$ cat config.mk
export PLATFORM = sky130hd
export DESIGN_NAME = integer_field_formatter_core_flat
export DESIGN_NICKNAME = d
export VERILOG_FILES = /design/src/sv/iff_pkg.sv /design/src/sv/iff_if.sv /design/src/sv/iff_digit_unit.sv /design/src/sv/integer_field_formatter_core.sv /design/src/flat_wrapper.sv
export VERILOG_INCLUDE_DIRS = /design/src /design/src/sv
export SDC_FILE = /design/constraint.sdc
export NUM_CORES = 1
export LEC_CHECK = 0
export BUFFER_PORTS_ARGS = -buffer_cell sky130_fd_sc_hd__buf_4
export CAP_MARGIN = 5
export CORE_MARGIN = 5
export CORE_UTILIZATION = 63
export DETAILED_ROUTE_END_ITERATION = 6
export PLACE_DENSITY = 0.79
export SYNTH_ARGS = -nofsm -noshare
export SYNTH_HDL_FRONTEND = slang
export SYNTH_SLANG_ARGS = --single-unit
$ cat constraint.sdc
create_clock -name i_clk -period 10.9 [get_ports i_clk]
set_clock_uncertainty 0.15 [all_clocks]
set_input_delay 1.09 -clock i_clk [delete_from_list [all_inputs] [get_ports i_clk]]
set_output_delay 1.09 -clock i_clk [all_outputs]
set_load 0.01 [all_outputs]
$ cat src/sv/assert_macros.svh
// Assertion macros shared by the formatter RTL.
`ifndef ASSERT_MACROS_SVH
`define ASSERT_MACROS_SVH
// Implication checked on every rising clock edge outside reset.
`define ASSERT_IMPL(label, clk, rst_n, ante, cons, msg) \
    label: assert property (@(posedge clk) disable iff (!rst_n) (ante) |-> (cons)) \
        else $error(msg);
// Next-cycle implication outside reset.
`define ASSERT_NEXT(label, clk, rst_n, ante, cons, msg) \
    label: assert property (@(posedge clk) disable iff (!rst_n) (ante) |=> (cons)) \
        else $error(msg);
`endif

$ cat src/sv/iff_pkg.sv
// Types and constants of the integer field formatter.
package iff_pkg;
    localparam logic [2:0] CMD_SDEC = 3'd0;
    localparam logic [2:0] CMD_UDEC = 3'd1;
    localparam logic [2:0] CMD_OCT  = 3'd2;
    localparam logic [2:0] CMD_HEXL = 3'd3;
    localparam logic [2:0] CMD_HEXU = 3'd4;
    localparam logic [1:0] LEN_SHORT = 2'd1;
    localparam logic [1:0] LEN_LONG  = 2'd2;
    localparam logic [7:0] CH_ZERO  = 8'h30;
    localparam logic [7:0] CH_SPACE = 8'h20;
    localparam logic [7:0] CH_PLUS  = 8'h2B;
    localparam logic [7:0] CH_MINUS = 8'h2D;
    localparam logic [7:0] CH_LA    = 8'h61;
    localparam logic [7:0] CH_UA    = 8'h41;
    localparam logic [7:0] CH_LX    = 8'h78;
    localparam logic [7:0] CH_UX    = 8'h58;

    typedef enum logic [1:0] {
        ST_IDLE,
        ST_DIGIT,
        ST_EMIT
    } t_state;

    typedef struct packed {
        logic       start;
        logic [1:0] radix;  // 0 decimal, 1 octal, 2 hex
        logic [64:0] mag;
    } t_div_req;

    typedef struct packed {
        logic       busy;
        logic       done;
    } t_div_stat;
endpackage

$ cat src/sv/iff_if.sv
// Valid/ready channel interfaces for requests and characters.
interface iff_req_if;
    logic        valid;
    logic        ready;
    logic [2:0]  cmd;
    logic [63:0] value;
    logic [1:0]  length_mod;
    logic [4:0]  flag_bits;
    logic [6:0]  field_width;
    logic [5:0]  min_digits;
    logic        precision_given;
    modport source (output valid, cmd, value, length_mod, flag_bits, field_width,
                    min_digits, precision_given, input ready);
    modport sink (input valid, cmd, value, length_mod, flag_bits, field_width,
                  min_digits, precision_given, output ready);
endinterface

interface iff_chr_if;
    logic       valid;
    logic       ready;
    logic [7:0] out_char;
    logic       is_last;
    modport source (output valid, out_char, is_last, input ready);
    modport sink (input valid, out_char, is_last, output ready);
endinterface

$ cat src/sv/iff_digit_unit.sv
// Shared digit extractor: decimal digits by a byte-wide divide-by-ten step,
// octal and hex digits by shifting. Digits are stored least significant first.
module iff_digit_unit (
    input  logic                  i_clk,
    input  logic                  i_rst_n,
    input  iff_pkg::t_div_req     i_req,
    input  logic [4:0]            i_rd_idx,
    output logic [3:0]            o_rd_digit,
    output logic [4:0]            o_count,
    output iff_pkg::t_div_stat    o_stat
);
    logic [64:0] r_val;
    logic [63:0] r_quot;
    logic [1:0]  r_radix;
    logic        r_busy;
    logic        r_done;
    logic [4:0]  r_cnt;
    logic [2:0]  r_bsel;
    logic [3:0]  r_rem;
    logic [3:0]  r_dig [32];

    logic [64:0] n_shift;
    logic [3:0]  n_srem;
    logic [11:0] n_part;
    logic [23:0] n_prod;
    logic [7:0]  n_qbyte;
    logic [3:0]  n_brem;
    logic [63:0] n_quot;

    // Octal and hex digits come straight from the low bits.
    always_comb begin
        if (r_radix == 2'd1) begin
            n_shift = r_val >> 3;
            n_srem  = {1'b0, r_val[2:0]};
        end else begin
            n_shift = r_val >> 4;
            n_srem  = r_val[3:0];
        end
    end

    // One byte of the decimal long division per cycle. The running remainder
    // and the next byte form a value below 2560, which is divided by ten by
    // multiplying with 3277 / 32768; that is exact over the whole range.
    always_comb begin
        n_part  = {r_rem, r_val[{r_bsel, 3'b000} +: 8]};
        n_prod  = n_part * 12'd3277;
        n_qbyte = n_prod[22:15];
        n_brem  = 4'(n_part - 12'(n_qbyte) * 12'd10);
        n_quot  = r_quot;
        n_quot[{r_bsel, 3'b000} +: 8] = n_qbyte;
    end

    // Sequencing of the extraction: a decimal digit takes a long division over all eight
    // bytes of the value, an octal or hex digit a single shift.
    always_ff @(posedge i_clk) begin
        if (!i_rst_n) begin
            r_busy <= 1'b0;
            r_done <= 1'b0;
            r_cnt  <= '0;
        end else if (i_req.start) begin
            r_busy  <= 1'b1;
            r_done  <= 1'b0;
            r_cnt   <= '0;
            r_val   <= i_req.mag;
            r_radix <= i_req.radix;
            r_bsel  <= 3'd7;
            r_rem   <= {3'b000, i_req.mag[64]};
        end else if (r_busy && r_radix != 2'd0) begin
            r_dig[r_cnt] <= n_srem;
            r_val        <= n_shift;
            r_cnt        <= r_cnt + 5'd1;
            if (n_shift == '0) begin
                r_busy <= 1'b0;
                r_done <= 1'b1;
            end
        end else if (r_busy) begin
            r_quot <= n_quot;
            if (r_bsel != 3'd0) begin
                r_bsel <= r_bsel - 3'd1;
                r_rem  <= n_brem;
            end else begin
                r_dig[r_cnt] <= n_brem;
                r_val        <= {1'b0, n_quot};
                r_cnt        <= r_cnt + 5'd1;
                r_bsel       <= 3'd7;
                r_rem        <= 4'd0;
                if (n_quot == '0) begin
                    r_busy <= 1'b0;
                    r_done <= 1'b1;
                end
            end
        end
    end

    assign o_rd_digit  = r_dig[i_rd_idx];
    assign o_count     = r_cnt;
    assign o_stat.busy = r_busy;
    assign o_stat.done = r_done;
endmodule

$ cat src/sv/integer_field_formatter_core.sv
// Top level of the integer field formatter.
// Usage: one conversion request is taken on the request channel (i_req) when
// valid and ready are high; the formatted field then leaves on the character
// channel (o_chr), one character per transfer, the last one marked is_last.
// The request is registered, then the shared digit unit extracts the digits: decimal
// ones by long division (up to 20 digits), octal or hex ones by shifting (up to 22
// or 16). The field then leaves character by character through the output register.
// Ready is low from acceptance until the last character has been taken.
// Unknown conversion codes are accepted and give no characters.
// Reset clears the sequencer and the output valid; no characters survive it.
// When the receiver stalls, the current character is held in the output
// register and the sequencer waits; nothing is lost or repeated.
// MAX_CHARS bounds width and precision and truncates overlong fields.
module integer_field_formatter_core #(
    parameter int MAX_CHARS = 64
) (
    input  logic i_clk,
    input  logic i_rst_n,
    iff_req_if.sink   i_req,
    iff_chr_if.source o_chr
);
`include "assert_macros.svh"

    iff_pkg::t_state r_state, n_state;
    logic [2:0] r_cmd;
    logic       r_left, r_zero, r_nz;
    logic [7:0] r_sign;
    logic [1:0] r_pre;
    logic [6:0] r_width;
    logic [5:0] r_prec;
    logic [6:0] r_pos;      // position within the whole field
    logic [6:0] r_total;
    logic [7:0] r_pad;
    logic [6:0] r_zeros;
    logic [4:0] r_nd;
    logic       r_ov;
    logic [7:0] r_char;
    logic       r_last;

    iff_pkg::t_div_req  div_req;
    iff_pkg::t_div_stat div_stat;
    logic [4:0] rd_idx, dcount;
    logic [3:0] rd_digit;

    // Flag cancellation and operand selection on the request.
    logic       c_left, c_plus, c_space, c_alt, c_zero, c_neg;
    logic [5:0] c_prec;
    logic [6:0] c_width;
    logic [64:0] c_mag;
    logic [7:0] c_sign;
    always_comb begin
        logic [2:0] cm;
        cm      = i_req.cmd;
        c_left  = i_req.flag_bits[0];
        c_plus  = i_req.flag_bits[1];
        c_space = i_req.flag_bits[2];
        c_alt   = i_req.flag_bits[3];
        c_zero  = i_req.flag_bits[4];
        c_prec  = i_req.precision_given ? i_req.min_digits : 6'd0;
        if (32'(c_prec) > MAX_CHARS - 2) c_prec = 6'(MAX_CHARS - 2);
        c_width = (32'(i_req.field_width) > MAX_CHARS) ? 7'(MAX_CHARS) : i_req.field_width;
        if (c_prec != 6'd0) c_zero = 1'b0;
        if (cm <= iff_pkg::CMD_UDEC) c_alt = 1'b0;
        if (cm != iff_pkg::CMD_SDEC) begin
            c_plus  = 1'b0;
            c_space = 1'b0;
        end
        if (cm >= iff_pkg::CMD_HEXL && c_alt) c_zero = 1'b0;
        if (c_left) c_zero = 1'b0;
        if (c_plus) c_space = 1'b0;
        c_neg = 1'b0;
        case (i_req.length_mod)
            iff_pkg::LEN_SHORT: begin
                c_mag = {49'd0, i_req.value[15:0]};
                if (cm == iff_pkg::CMD_SDEC && i_req.value[15]) begin
                    c_neg = 1'b1;
                    c_mag = 65'h10000 - c_mag;
                end
            end
            iff_pkg::LEN_LONG: begin
                c_mag = {1'b0, i_req.value};
                if (cm == iff_pkg::CMD_SDEC && i_req.value[63]) begin
                    c_neg = 1'b1;
                    c_mag = {1'b0, 64'd0 - i_req.value};
                end
            end
            default: begin
                c_mag = {33'd0, i_req.value[31:0]};
                if (cm == iff_pkg::CMD_SDEC && i_req.value[31]) begin
                    c_neg = 1'b1;
                    c_mag = 65'h100000000 - c_mag;
                end
            end
        endcase
        if (c_neg) c_sign = iff_pkg::CH_MINUS;
        else if (c_plus) c_sign = iff_pkg::CH_PLUS;
        else if (c_space) c_sign = iff_pkg::CH_SPACE;
        else c_sign = 8'd0;
    end

    assign div_req.start = (r_state == iff_pkg::ST_IDLE) && i_req.valid &&
                           (i_req.cmd <= iff_pkg::CMD_HEXU);
    assign div_req.radix = (i_req.cmd <= iff_pkg::CMD_UDEC) ? 2'd0 :
                           (i_req.cmd == iff_pkg::CMD_OCT) ? 2'd1 : 2'd2;
    assign div_req.mag   = c_mag;

    iff_digit_unit u_digits (
        .i_clk      (i_clk),
        .i_rst_n    (i_rst_n),
        .i_req      (div_req),
        .i_rd_idx   (rd_idx),
        .o_rd_digit (rd_digit),
        .o_count    (dcount),
        .o_stat     (div_stat)
    );

    // Field layout once the digit count is known.
    logic [1:0] l_pre;
    logic [6:0] l_zeros, l_len;
    logic [7:0] l_pad, l_total;
    always_comb begin
        l_pre = 2'd0;
        if (r_nz && r_pre != 2'd0) begin
            if (r_cmd == iff_pkg::CMD_OCT) l_pre = (7'(r_prec) < 7'(dcount)) ? 2'd1 : 2'd0;
            else l_pre = 2'd2;
        end
        l_zeros = (7'(r_prec) > 7'(dcount)) ? 7'(r_prec) - 7'(dcount) : 7'd0;
        l_len   = 7'(r_sign != 8'd0) + 7'(l_pre) + l_zeros + 7'(dcount);
        l_pad   = (r_width > l_len) ? 8'(r_width - l_len) : 8'd0;
        l_total = 8'(l_len) + l_pad;
    end

    // Character at the current position.
    logic [7:0] e_char;
    logic [7:0] e_p;
    always_comb begin
        logic [7:0] sgn, lead, pz, dg;
        e_p  = {1'b0, r_pos};
        sgn  = 8'(r_sign != 8'd0);
        lead = (!r_left && !r_zero) ? r_pad : 8'd0;
        pz   = r_zero ? r_pad : 8'd0;
        dg   = 8'd0;
        rd_idx = '0;
        e_char = iff_pkg::CH_SPACE;
        if (e_p < lead) e_char = iff_pkg::CH_SPACE;
        else if (e_p < lead + sgn) e_char = r_sign;
        else if (e_p < lead + sgn + pz) e_char = iff_pkg::CH_ZERO;
        else if (e_p < lead + sgn + pz + 8'(r_pre)) begin
            if (e_p == lead + sgn + pz) e_char = iff_pkg::CH_ZERO;
            else e_char = (r_cmd == iff_pkg::CMD_HEXU) ? iff_pkg::CH_UX : iff_pkg::CH_LX;
        end else if (e_p < lead + sgn + pz + 8'(r_pre) + 8'(r_zeros))
            e_char = iff_pkg::CH_ZERO;
        else if (e_p < lead + sgn + pz + 8'(r_pre) + 8'(r_zeros) + 8'(r_nd)) begin
            dg     = e_p - (lead + sgn + pz + 8'(r_pre) + 8'(r_zeros));
            rd_idx = 5'(8'(r_nd) - 8'd1 - dg);
            if (rd_digit < 4'd10) e_char = iff_pkg::CH_ZERO + 8'(rd_digit);
            else e_char = ((r_cmd == iff_pkg::CMD_HEXU) ? iff_pkg::CH_UA : iff_pkg::CH_LA)
                          + 8'(rd_digit) - 8'd10;
        end
    end

    logic out_free;
    assign out_free = !o_chr.valid || o_chr.ready;

    // Next state.
    always_comb begin
        n_state = r_state;
        case (r_state)
            iff_pkg::ST_IDLE:
                if (div_req.start) n_state = iff_pkg::ST_DIGIT;
            iff_pkg::ST_DIGIT:
                if (div_stat.done) n_state = iff_pkg::ST_EMIT;
            iff_pkg::ST_EMIT:
                if (out_free && r_pos == r_total) n_state = iff_pkg::ST_IDLE;
            default: n_state = iff_pkg::ST_IDLE;
        endcase
    end

    // Outputs of the sequencer.
    always_comb begin
        i_req.ready = (r_state == iff_pkg::ST_IDLE);
    end

    always_ff @(posedge i_clk) begin
        if (!i_rst_n) begin
            r_state <= iff_pkg::ST_IDLE;
            r_char  <= '0;
            r_last  <= 1'b0;
            r_ov    <= 1'b0;
        end else begin
            r_state <= n_state;
            if (r_state == iff_pkg::ST_IDLE && i_req.valid) begin
                r_cmd   <= i_req.cmd;
                r_left  <= c_left;
                r_zero  <= c_zero;
                r_sign  <= c_sign;
                r_pre   <= c_alt ? 2'd1 : 2'd0;
                r_nz    <= (c_mag != '0);
                r_prec  <= c_prec;
                r_width <= c_width;
            end
            if (r_state == iff_pkg::ST_DIGIT && div_stat.done) begin
                r_pre   <= l_pre;
                r_zeros <= l_zeros;
                r_nd    <= dcount;
                r_pad   <= l_pad;
                r_total <= (l_total > 8'(MAX_CHARS)) ? 7'(MAX_CHARS) : 7'(l_total);
                r_pos   <= 7'd0;
            end
            // Load the next character, or drop valid once the held one is taken.
            if (r_state == iff_pkg::ST_EMIT && out_free && r_pos != r_total) begin
                r_char <= e_char;
                r_last <= (r_pos + 7'd1 == r_total);
                r_ov   <= 1'b1;
                r_pos  <= r_pos + 7'd1;
            end else if (o_chr.valid && o_chr.ready) begin
                r_ov <= 1'b0;
            end
        end
    end

    assign o_chr.valid    = r_ov;
    assign o_chr.out_char = r_char;
    assign o_chr.is_last  = r_last;

    `ASSERT_IMPL(a_no_accept_busy, i_clk, i_rst_n,
        r_state != iff_pkg::ST_IDLE, !i_req.ready, "ready while busy")
    `ASSERT_IMPL(a_out_only_emit, i_clk, i_rst_n,
        o_chr.valid && o_chr.ready && o_chr.is_last, r_state == iff_pkg::ST_EMIT,
        "last character outside emission")
    `ASSERT_NEXT(a_digits_done, i_clk, i_rst_n,
        r_state == iff_pkg::ST_DIGIT && div_stat.done, r_state == iff_pkg::ST_EMIT,
        "emission did not start")
endmodule
$ cat src/flat_wrapper.sv
// flat-port wrapper written by rule: the top's interface ports become plain ports
module integer_field_formatter_core_flat 
#(
    parameter int MAX_CHARS = 64
)
  (i_clk, i_rst_n, i_req_valid, i_req_cmd, i_req_value, i_req_length_mod, i_req_flag_bits, i_req_field_width, i_req_min_digits, i_req_precision_given, i_req_ready, o_chr_valid, o_chr_out_char, o_chr_is_last, o_chr_ready);
  iff_req_if i_req_i ();
  iff_chr_if o_chr_i ();
  input  logic i_clk;
  input  logic i_rst_n;
  input wire logic [$bits(i_req_i.valid)-1:0] i_req_valid;
  input wire logic [$bits(i_req_i.cmd)-1:0] i_req_cmd;
  input wire logic [$bits(i_req_i.value)-1:0] i_req_value;
  input wire logic [$bits(i_req_i.length_mod)-1:0] i_req_length_mod;
  input wire logic [$bits(i_req_i.flag_bits)-1:0] i_req_flag_bits;
  input wire logic [$bits(i_req_i.field_width)-1:0] i_req_field_width;
  input wire logic [$bits(i_req_i.min_digits)-1:0] i_req_min_digits;
  input wire logic [$bits(i_req_i.precision_given)-1:0] i_req_precision_given;
  output wire logic [$bits(i_req_i.ready)-1:0] i_req_ready;
  output wire logic [$bits(o_chr_i.valid)-1:0] o_chr_valid;
  output wire logic [$bits(o_chr_i.out_char)-1:0] o_chr_out_char;
  output wire logic [$bits(o_chr_i.is_last)-1:0] o_chr_is_last;
  input wire logic [$bits(o_chr_i.ready)-1:0] o_chr_ready;
  assign i_req_i.valid = i_req_valid;
  assign i_req_i.cmd = i_req_cmd;
  assign i_req_i.value = i_req_value;
  assign i_req_i.length_mod = i_req_length_mod;
  assign i_req_i.flag_bits = i_req_flag_bits;
  assign i_req_i.field_width = i_req_field_width;
  assign i_req_i.min_digits = i_req_min_digits;
  assign i_req_i.precision_given = i_req_precision_given;
  assign i_req_ready = i_req_i.ready;
  assign o_chr_valid = o_chr_i.valid;
  assign o_chr_out_char = o_chr_i.out_char;
  assign o_chr_is_last = o_chr_i.is_last;
  assign o_chr_i.ready = o_chr_ready;
  integer_field_formatter_core #(.MAX_CHARS(MAX_CHARS)) u_core (.i_clk(i_clk), .i_rst_n(i_rst_n), .i_req(i_req_i), .o_chr(o_chr_i));
endmodule
==> run_results.csv <==
group,metric,value,unit
floorplanning,dieArea,43100,sq um
worst_setup_path,cp_common_cell,"ha_1",
power_and_ir_drop,power_density,278,nW/um^2
final_layout,layout_common_cells,"nand2_1, edfxtp_1, o21ai_0",
final_layout,fin_nets,2933,
grt,grt_pass1_wl,111,mm
placement,dp_slack,1.36,ns
timing,min_period,9.70,ns
final_layout,fin_area,27000,sq um
worst_setup_path,critPathMaxStageDelay,0.79,ns
grt,grt_antenna_before_repair,0,
grt,grt_overflow,0,
outcome,status,"complete, but fails checks",
route,drt-met1-wl,26.9,mm
outcome,violations,"DRC",
power_and_ir_drop,p_int,3920,uW
worst_setup_path,critPathKind,"reg -> reg",
min_path,hp-class,"reg -> reg",
floorplanning,rows,72,
clock_tree,cts-root-buf,"clkbuf_16",
synth,synthArstFlopShare,0,
power_and_ir_drop,switching_share,0.477,
clock_tree,postCtsSetupBuffers,0,
grt,grt_usage,0.321,
synth,yosysTopAreaCell,"edfxtp_1",
floorplanning,core_area,38600,sq um
clock_tree,cts_resized,0,
clock_tree,cts_buffers,37,
power_and_ir_drop,sequentialPowerShare,0.223,
min_path,worstHoldStart,"u_core.o_chr.is_last",
final_layout,layout_commonest_cell,"nand2_1",
route,wl_met2,35.2,mm
clock_tree,clk_latency,0.56,ns
timing,final_hold_viol_count,0,
power_and_ir_drop,switchingPower,3570,uW
floorplanning,fp.dieH,208,microns
route,first_pass_iters,7,
floorplanning,start_util,0.636,
worst_setup_path,cp-end-kind,"register",
timing,setup_viol,0,
final_layout,num_antenna_cells,0,
grt,grt_pass1_vias,20232,
synth,ys_ff_latch,342,
route,drt_first_iter_violations,2336,
synth,synth_cells,2537,
clock_tree,cts_tree,"yes",
route,drt-vias-per-instance,6.56,
placement,post_dp_cell_area,25900,sq um
grt,grt_max_degree,71,
synth,synth.yosys.seq_area_share,0.410,
timing,rsz0062_at_grt,"no",
route,routed-via-count,20650,
route,route.top_layer_used,"met4",
timing,maxSlewViolCount,0,
worst_setup_path,critPathMaxFanout,21,
route,wirelength,71.7,mm
synth,synth_cell_types,85,
clock_tree,clock-sinks,342,
worst_setup_path,crit_arrival,9.96,ns
synth,yosys_warnings,0,
placement,gp_congestion,0.989,
timing,fmaxAchievable,103,MHz
timing,period_share,0.890,
worst_setup_path,cp-start-kind,"register",
timing,tightest_slew,1.21,ns
synth,syn_nets,2870,
clock_tree,htreeDepth,2,
synth,synth_top_area_share,0.396,
route,met3_length,5.40,mm
clock_tree,clk_pin_slew,0.06,ns
synth,ys_top_cells_by_area,"edfxtp_1, ha_1, nand2_1, fa_1, o21ai_0",
placement,hpwl,53.3,mm
final_layout,area_growth,9.65,%
synth,synth_area_per_cell,9.69,sq um
route,antenna_left,0,
power_and_ir_drop,ir_drop,0.00152,V
worst_setup_path,required,11.15,ns
synth,synth_area,24600,sq um
timing,tns,0,ns
clock_tree,hold_buffers,0,
flow_run,maxCapViolations,0,
timing,hold_ws,0.348,ns
synth,synth_ff_type,"edfxtp_1",
worst_setup_path,critPathLaunch,"u_core.r_zero",
power_and_ir_drop,comb_power_share,0.618,
synth,synth_edf_count,324,
final_layout,layout-drive-gt1-share,0.0955,
worst_setup_path,rr_startpoint,"u_core.r_zero",
floorplanning,ios,103,
timing,fin_ws,1.20,ns
clock_tree,cts_buffer_depth,3,
power_and_ir_drop,clkPwrFrac,0.159,
route,post_drt_wl_per_cell,22.8,microns
timing,relSlewSlack,0.188,
placement,port_buffers,101,
floorplanning,fp.dieW,208,microns
power_and_ir_drop,leakage,0.0103,uW
worst_setup_path,critPathSlowestCell,"a2111oi_0",
route,drc_errors,2,
## synth_stat cells, drive strengths merged (55+ instances only)
library cell / number
edfxtp: 324
nor3: 72
fa: 55
clkbuf: 90
o21ai: 213
ha: 186
xnor2: 57
nand2: 345
inv: 156
a21oi: 118
nor2: 180
nand3: 98
## cells by family (layout without fill, tap and decap cells)
kind of cell	Yosys count	after routing	synth area share
simple gates	936	936	0.182
compound gates	587	587	0.150
flops	342	342	0.410
buf+inv	262	353	0.0406
fa+ha+maj	241	241	0.139
xor+xnor	107	107	0.0387
mux	61	61	0.0396
other cells	1	1	0.000152
## per-stage QoR
step                std cells  power [uW]   util
finish                   3146        7480  0.698
global route             3146        7940  0.698
CTS                      3146        7420  0.698
detailed placement       3079        6220  0.669
global placement         3079        6080  0.669
floorplan                2537        4670      -
## power groups by stage
stage	Combinational, uW	Sequential (uW)	Clock (uW)
finish	4630	1670	1190
global route	5030	1670	1240
CTS	4570	1660	1190
detailed placement	4530	1690	0
global placement	4390	1700	0
floorplan	3000	1670	0
## layout make-up
type | count | area [sq um]
fillers | 2907 | 11700
flip-flops and latches | 342 | 10100
clock buffers | 49 | 992
repair buffers | 129 | 968
well taps | 518 | 648
multi-input cells | 1933 | 13600
clock inverters | 18 | 119
inverters | 157 | 589
## worst max-delay path: cells and delay by family (launching register included)
family / cells / cell delay (ns)
compound gates: 13 / 3.42
simple gates: 10 / 3.00
fa+ha+maj: 6 / 1.65
flops: 1 / 0.58
xor+xnor: 2 / 0.41
buf+inv: 4 / 0.31
## flip-flops by register name, summed over array words and instances, names as in the netlist, 8 cells and up
name,count
u_core.u_digits.r_quot,64
u_core.u_digits.r_val,64
u_core.u_digits.r_dig,128
u_core.r_pad,8
## metal layers
layer	global-route usage	up-vias
met3	0.0484	253
met5	0	-
met1	0.398	9856
li1	-	9464
met2	0.552	1077
met4	0.157	0
## path summary, 6_finish.rpt
| kind | to | cells past startpoint | slack [ns] |
|---|---|---|---|
| setup / recovery | u_core.o_chr.out_char[1] | 35 | 1.20 |
| hold reg to reg | u_core.o_chr.is_last | 2 | 0.35 |
| setup reg to reg | u_core.o_chr.out_char[1] | 35 | 1.20 |
| hold / removal | u_core.o_chr.is_last | 2 | 0.35 |
No activity file was read; power rests on OpenSTA's default activity.
